<file path="src/rtl/hufd_pkg.sv">
`timescale 1ns / 1ps
`default_nettype none

package hufd_pkg;

	// Default sizing, handed to the top level parameters
	localparam int NODE_COUNT_DEF   = 512;
	localparam int MAX_CODE_LEN_DEF = 16;

	// Fixed field widths
	localparam int CODE_W = 16;
	localparam int LEN_W  = 5;
	localparam int SYM_W  = 8;
	localparam int BYTE_W = 8;
	localparam int KIND_W = 2;
	localparam int BCNT_W = $clog2(BYTE_W + 1);

	// Operation codes
	localparam logic OP_INSERT = 1'b0;
	localparam logic OP_DECODE = 1'b1;

	// Result kinds
	localparam logic [KIND_W-1:0] KIND_SYMBOL = 2'd0;
	localparam logic [KIND_W-1:0] KIND_DONE   = 2'd1;
	localparam logic [KIND_W-1:0] KIND_FULL   = 2'd2;

	// Controller to datapath commands
	typedef struct packed {
		logic clr_step;
		logic accept;
		logic ins_chk;
		logic ins_out;
		logic dec_run;
	} cmd_t;

	// Datapath to controller status
	typedef struct packed {
		logic clr_last;
		logic ins_fin;
		logic out_free;
		logic dec_done;
	} sts_t;

endpackage

`default_nettype wire

</file>
<file path="src/rtl/hufd_ctrl.sv">
`timescale 1ns / 1ps
`default_nettype none

module hufd_ctrl import hufd_pkg::*; (
	input  wire  clk,
	input  wire  arst_n,
	input  wire  item_valid,
	input  wire  opcode,
	input  sts_t sts,
	output logic item_stall,
	output cmd_t cmd
);

	typedef enum logic [2:0] {
		ST_CLEAR,
		ST_IDLE,
		ST_INS,
		ST_INS_OUT,
		ST_DEC
	} state_t;

	state_t state_q;
	logic   stall_q;
	logic   accept;

	assign accept     = item_valid && !stall_q;
	assign item_stall = stall_q;

	// Commands decoded from the current state
	always_comb begin
		cmd          = '0;
		cmd.clr_step = (state_q == ST_CLEAR);
		cmd.accept   = (state_q == ST_IDLE) && accept;
		cmd.ins_chk  = (state_q == ST_INS);
		cmd.ins_out  = (state_q == ST_INS_OUT);
		cmd.dec_run  = (state_q == ST_DEC);
	end

	// Sequencer; stall is high in every state but idle
	always_ff @(posedge clk or negedge arst_n) begin
		if (!arst_n) begin
			state_q <= ST_CLEAR;
			stall_q <= 1'b1;
		end else begin
			unique case (state_q)
				ST_CLEAR: begin
					if (sts.clr_last) begin
						state_q <= ST_IDLE;
						stall_q <= 1'b0;
					end
				end
				ST_IDLE: begin
					if (accept) begin
						state_q <= (opcode == OP_DECODE) ? ST_DEC : ST_INS;
						stall_q <= 1'b1;
					end
				end
				ST_INS: begin
					if (sts.ins_fin)
						state_q <= ST_INS_OUT;
				end
				ST_INS_OUT: begin
					if (sts.out_free) begin
						state_q <= ST_IDLE;
						stall_q <= 1'b0;
					end
				end
				ST_DEC: begin
					if (sts.dec_done) begin
						state_q <= ST_IDLE;
						stall_q <= 1'b0;
					end
				end
				default: begin
					state_q <= ST_CLEAR;
					stall_q <= 1'b1;
				end
			endcase
		end
	end

endmodule

`default_nettype wire

</file>
<file path="config.mk">
export PLATFORM = sky130hd
export DESIGN_NAME = hufd_ctrl
export DESIGN_NICKNAME = d
export VERILOG_FILES = /design/src/rtl/hufd_pkg.sv /design/src/rtl/hufd_ctrl.sv
export SDC_FILE = /design/constraint.sdc
export NUM_CORES = 1
export LEC_CHECK = 0
export ABC_AREA = 1
export BUFFER_PORTS_ARGS = -buffer_cell sky130_fd_sc_hd__buf_2
export CORE_AREA = 3 3 40 42
export DETAILED_ROUTE_END_ITERATION = 16
export DIE_AREA = 0 0 43 45
export HOLD_SLACK_MARGIN = 0.08
export SYNTH_ARGS = -nofsm -noshare
export SYNTH_HDL_FRONTEND = slang
export SYNTH_SLANG_ARGS = --single-unit
</file>
<file path="constraint.sdc">
create_clock -name clk -period 1.3 [get_ports clk]
set_clock_uncertainty 0.05 [all_clocks]
set_input_delay 0.13 -clock clk [delete_from_list [all_inputs] [get_ports clk]]
set_output_delay 0.13 -clock clk [all_outputs]
set_load 0.01 [all_outputs]
</file>
==> flow_summary.ini, run 1 <==
[outcome]
outcome = finished with violations
failed_checks = setup timing

[route]
firstDrtPassIters = 2
drc = 0
vias = 347
wl_um = 736
drt-wirelength-per-cell_um = 8.66
vias_per_cell = 4.08
drt_iter0_drc = 1
ant_nets = 0

[floorplan]
boundaryPins = 14
die-area_um2 = 1940
design.core.area_um2 = 1280
rows = 13
die_w_um = 43
fp.dieH_um = 45
start_util = 0.244

[clock_network]
clock_latency_ns = 0.23
cts_max_path_buffers = 2
cts_tree = built
clockRootBuffer = clkbuf_4
clk_pin_slew_ns = 0.04
numCtsBuffers = 3
cts_max_level = 1
cts_sinks = 4

[critical_path]
setup.worst_path.class = reg -> out
crit_required_ns = 1.12
endpoint = cmd[3]
ff2ff_path_depth = 7
crit_path_start = state_q[2]
critPathCaptureType = output pin
timing.rr.end = state_q[0]
start_kind = flop
cp_max_fo = 6
r2r_slack_ns = 0.10
critPathArrivalTime_ns = 1.14
worstReg2RegStart = state_q[1]

[yosys]
yosysMostFrequentCell = inv_1
synth.distinct_cells = 12
synth_area_per_cell_um2 = 6.16
synth_ff_type = dfrtp_1
async_flop_share = 1.00
syn_nets = 59
synth.area.top_cells = dfrtp_1, inv_1, nand3_1
synth_edf_count = 0
yosys.area.top_type_share = 0.239
syn_inst = 51
synth_area_um2 = 314
synth-seq-cells = 4
synth_common_cells = inv_1, nand2_1, nand3_1, nor2_1
yosysWarnings = 0
yosysSeqAreaShare = 0.323
yosys.area.top_type = dfrtp_1

[final_layout]
antennaDiodeCount = 0
areaGrowthSynthToFinish_pct = 47.4
final_nets = 79
final_util = 0.360
drive_gt1_frac = 0.471

[timing]
setup_tns_ns = -0.0183
worst_pin_slew_ns = 0.171
finalSetupViolCount = 1
max_freq_mhz = 759
finalMaxSlewViolations = 0
rsz0062_at_grt = true
final.setup.worst_slack_ns = -0.0183
period_share = 1.01
min_period_ns = 1.32
final-hold-violation-count = 0
relSlewSlack = 0.886

[global_route]
antenna_found_initial = 0
track_usage = 0.0787
grt_pass1_wl_um = 1190
grt_pass1_vias = 329
globalRoute.totalOverflow = 0
grt_max_degree = 7

[flow_run]
maxCapViolCount = 0

[power_and_ir_drop]
intPower_w = 0.000596
clockPowerShare = 0.146
p_sw_w = 0.000547
swShare = 0.479
combPwrFrac = 0.586
total_power_w = 0.00114
max-vdd-ir-drop_v = 0.000613
power.density_nw_per_um2 = 2470
pwr-share-seq = 0.268
p_leak_nw = 0.274

[placed_design]
port_buffers = 13
gp_congestion = 0.764
hpwlAfterDp_um = 560

[min_path]
hold_class = in -> reg
[what timing repair did]
item	in CTS	in global routing
hold buffers	1	0
pin swaps	0	2
buffers inserted	0	1
cloned	0	0
gates resized for setup	3	6
setup endpoints to repair	3	8
hold endpoints to repair	4	0
[state kept, by name, summed over array words and instances, names as in the netlist]
name	flops
item_stall	1
state_q	3
[worst max-delay path, cell delays in order (launching register included)]
cell and delay [ns]:
dfrtp_2 0.46, nor2_2 0.15, nand2_2 0.09, nor2_1 0.08, buf_2 0.13
[power by group through the flow]
stage	registers (W)	clock network, W	logic (W)
final	0.000306	0.000167	0.000670
after global routing	0.000320	0.000179	0.000772
after CTS	0.000282	0.000174	0.000613
after detailed placement	0.000272	0	0.000601
after global placement	0.000271	0	0.000609
after floorplan	0.000264	0	0.000449
[per-stage QoR]
step                      hold slack, ns  instances  instance area (um2)  setup slack [ns]
final                              0.159         85                  463           -0.0183
after global routing               0.197         85                  463           -0.0902
after CTS                          0.154         84                  440           0.00832
after detailed placement          -0.113         79                  398            0.0514
after global placement            -0.112         79                  398           0.00866
after floorplan                   -0.216         51                  314             0.166
[cells in the final DEF, fill, tap and decap left out]
master,netlist,layout
nor2_2,3,3
inv_2,1,2
nor2_1,7,5
dfstp_2,1,1
a21oi_1,1,1
nor2_4,1,3
buf_4,0,1
nand3_1,8,8
nand2_2,3,4
dfrtp_2,0,3
buf_2,0,13
nand2_1,10,9
dlygate4sd3_1,0,1
clkbuf_1,0,1
inv_1,11,10
clkbuf_4,0,3
o21ai_0,2,2
[routing by layer]
layer,part of all wire,global-route usage
met1,0.44,0.103
met2,0.52,0.138
met3,0.039,0
met4,0,0.0361
met5,0,0
[kinds of logic after synthesis]
family,Yosys count,share of synthesized area
and+or+nand+nor,32,0.486
AOI/OAI and AO/OA,3,0.0478
buffers and inverters,12,0.143
DFF,4,0.323
[cell type report]
class | instances | area, um2
Fill cell | 147 | 822
Multi-Input combinational cell | 35 | 185
Sequential cell | 4 | 105
Timing Repair Buffer | 15 | 82.6
Inverter | 12 | 45.0
Clock buffer | 4 | 26.3
Tap cell | 15 | 18.8
[worst min-delay path by stage]
stage                            end  cells after the start  slack [ns]  startpoint
after floorplan           state_q[0]                      0       -0.22      arst_n
after global placement    state_q[2]                      1       -0.11      arst_n
after detailed placement  state_q[2]                      1       -0.11      arst_n
after CTS                 state_q[2]                      4        0.15      sts[0]
after global routing      state_q[2]                      2        0.20      arst_n
final                     state_q[2]                      4        0.16      sts[0]
Note: power is estimated with default switching activity, not from simulation.
==> inputs of run 2 (changes only) <==
CTS_BUF_LIST = sky130_fd_sc_hd__clkbuf_2 sky130_fd_sc_hd__clkbuf_4 sky130_fd_sc_hd__clkbuf_8   (was default)
TNS_END_PERCENT = 30   (was default)
==> run 2 against run 1 <==
  * The run still ends with setup timing left
  * Maximum frequency barely moved
  * Worst hold slack about the same
  * Critical path depth stayed put
  * Largest power group unchanged
  * Clock power grew 13%
==> flow_summary.ini, run 2 (synthesized netlist as in run 1, its figures left out) <==
[floorplan]
boundaryPins = 14
start_util = 0.244
rows = 13
die_w_um = 43
fp.dieH_um = 45
die-area_um2 = 1940
design.core.area_um2 = 1280

[clock_network]
clockRootBuffer = clkbuf_4
clock_latency_ns = 0.23
cts_max_path_buffers = 2
cts_max_level = 1
cts_tree = built
numCtsBuffers = 3
cts_sinks = 4
clk_pin_slew_ns = 0.05
postCtsSetupBuffers = 0

[route]
ant_nets = 0
drt-wirelength-per-cell_um = 8.61
wl_um = 723
vias_per_cell = 4.06
drt_iter0_drc = 1
firstDrtPassIters = 2
drc = 0
vias = 341

[global_route]
grt_pass1_vias = 329
globalRoute.totalOverflow = 0
antenna_found_initial = 0
grt_pass1_wl_um = 1190
track_usage = 0.0787
grt_max_degree = 7

[timing]
max_freq_mhz = 759
worst_pin_slew_ns = 0.171
min_period_ns = 1.32
relSlewSlack = 0.886
period_share = 1.01
finalSetupViolCount = 1
rsz0062_at_grt = true
setup_tns_ns = -0.0170
final-hold-violation-count = 0
final.setup.worst_slack_ns = -0.0170
finalMaxSlewViolations = 0

[power_and_ir_drop]
max-vdd-ir-drop_v = 0.000632
p_leak_nw = 0.274
intPower_w = 0.000593
combPwrFrac = 0.563
power.density_nw_per_um2 = 2470
total_power_w = 0.00114
p_sw_w = 0.000542
swShare = 0.478
clockPowerShare = 0.166
pwr-share-seq = 0.271

[final_layout]
largest_register_ffs = 3
layout_common_cells = buf_2, inv_1, nand2_1
final_nets = 78
layout_commonest_cell = buf_2
largest_register = state_q
areaGrowthSynthToFinish_pct = 46.2
antennaDiodeCount = 0
drive_gt1_frac = 0.478
fillers = 146

[flow_run]
maxCapViolCount = 0

[outcome]
outcome = finished with violations
failed_checks = setup timing

[placed_design]
place_worst_setup_slack_ns = 0.0514
port_buffers = 13
gp_congestion = 0.764
hpwlAfterDp_um = 560

[min_path]
hold_class = in -> reg

[critical_path]
crit_required_ns = 1.12
slowest_delay_ns = 0.46
crit_chain = nor2_2 -> nand2_2 -> nor2_1 -> buf_2
start_kind = flop
crit_slowest_cell = dfrtp_2
critPathArrivalTime_ns = 1.14
critPathCaptureType = output pin
cp_max_fo = 6
crit_family = flip-flops
worst-path-buf-inv = 1
setup.worst_path.class = reg -> out
==> run 2: cell count changes in the layout (fill, tap and decap cells not counted), sizes merged <==
cell  delta
buf      -1
==> run 2: routing by layer <==
layer  wire length (um)  vias up  GRT usage  share of wire
met5                  0        -          0              0
met4                  0        0     0.0361              0
met3                 29        0          0          0.040
met2                381        6      0.138           0.53
met1                312      145      0.103           0.43
li1                   -      190          -              -
==> run 2: per-stage QoR <==
step           area, um2  instances   util  hold WS, ns
2_1_floorplan        314         51      -       -0.216
3_3_place_gp         398         79  0.310       -0.112
3_5_place_dp         398         79  0.310       -0.113
4_1_cts              444         84  0.346        0.154
5_1_grt              459         84  0.357        0.196
6_report             459         84  0.357        0.159
==> run 2: area by class of cell <==
| cell class | count | area [um2] | area share |
|---|---|---|---|
| Sequential cell | 4 | 105 | 0.229 |
| Tap cell | 15 | 18.8 | 0.0409 |
| Timing Repair Buffer | 14 | 75.1 | 0.163 |
| Inverter | 12 | 45.0 | 0.0981 |
| Multi-Input combinational cell | 35 | 185 | 0.403 |
| Clock buffer | 4 | 30.0 | 0.0654 |
==> run 2: final timing paths <==
check | start | to | slack, ns | cells after the start
setup / recovery | state_q[2] | cmd[3] | -0.02 | 4
hold / removal | sts[0] | state_q[2] | 0.16 | 4
setup reg to reg | state_q[1] | state_q[0] | 0.11 | 8
hold reg to reg | item_stall | item_stall | 0.44 | 2
max in group asynchronous | arst_n | item_stall | 0.81 | 2
min in group asynchronous | arst_n | state_q[2] | 0.18 | 2
==> run 2: worst reg2reg max path: stages (launching register included) <==
cell	delay [ns]
dfrtp_2	0.44
inv_1	0.11
nor2_4	0.04
nand2_2	0.09
nor2_2	0.06
nor2_4	0.14
nand2_2	0.05
nand2_1	0.05
nand2_1	0.04
==> run 2: timing repair <==
item,4_1_cts,5_1_grt
hold endpoints to repair,4,0
resized for setup,3,6
endpoints found under the setup margin,3,8
hold buffers,1,0
==> run 2: power groups by stage <==
stage	Combinational [W]	Clock, W	Sequential [W]
final	0.000639	0.000189	0.000308
after global routing	0.000742	0.000201	0.000324
after floorplan	0.000449	0	0.000264
after detailed placement	0.000601	0	0.000272
after global placement	0.000609	0	0.000271
after CTS	0.000613	0.000195	0.000283
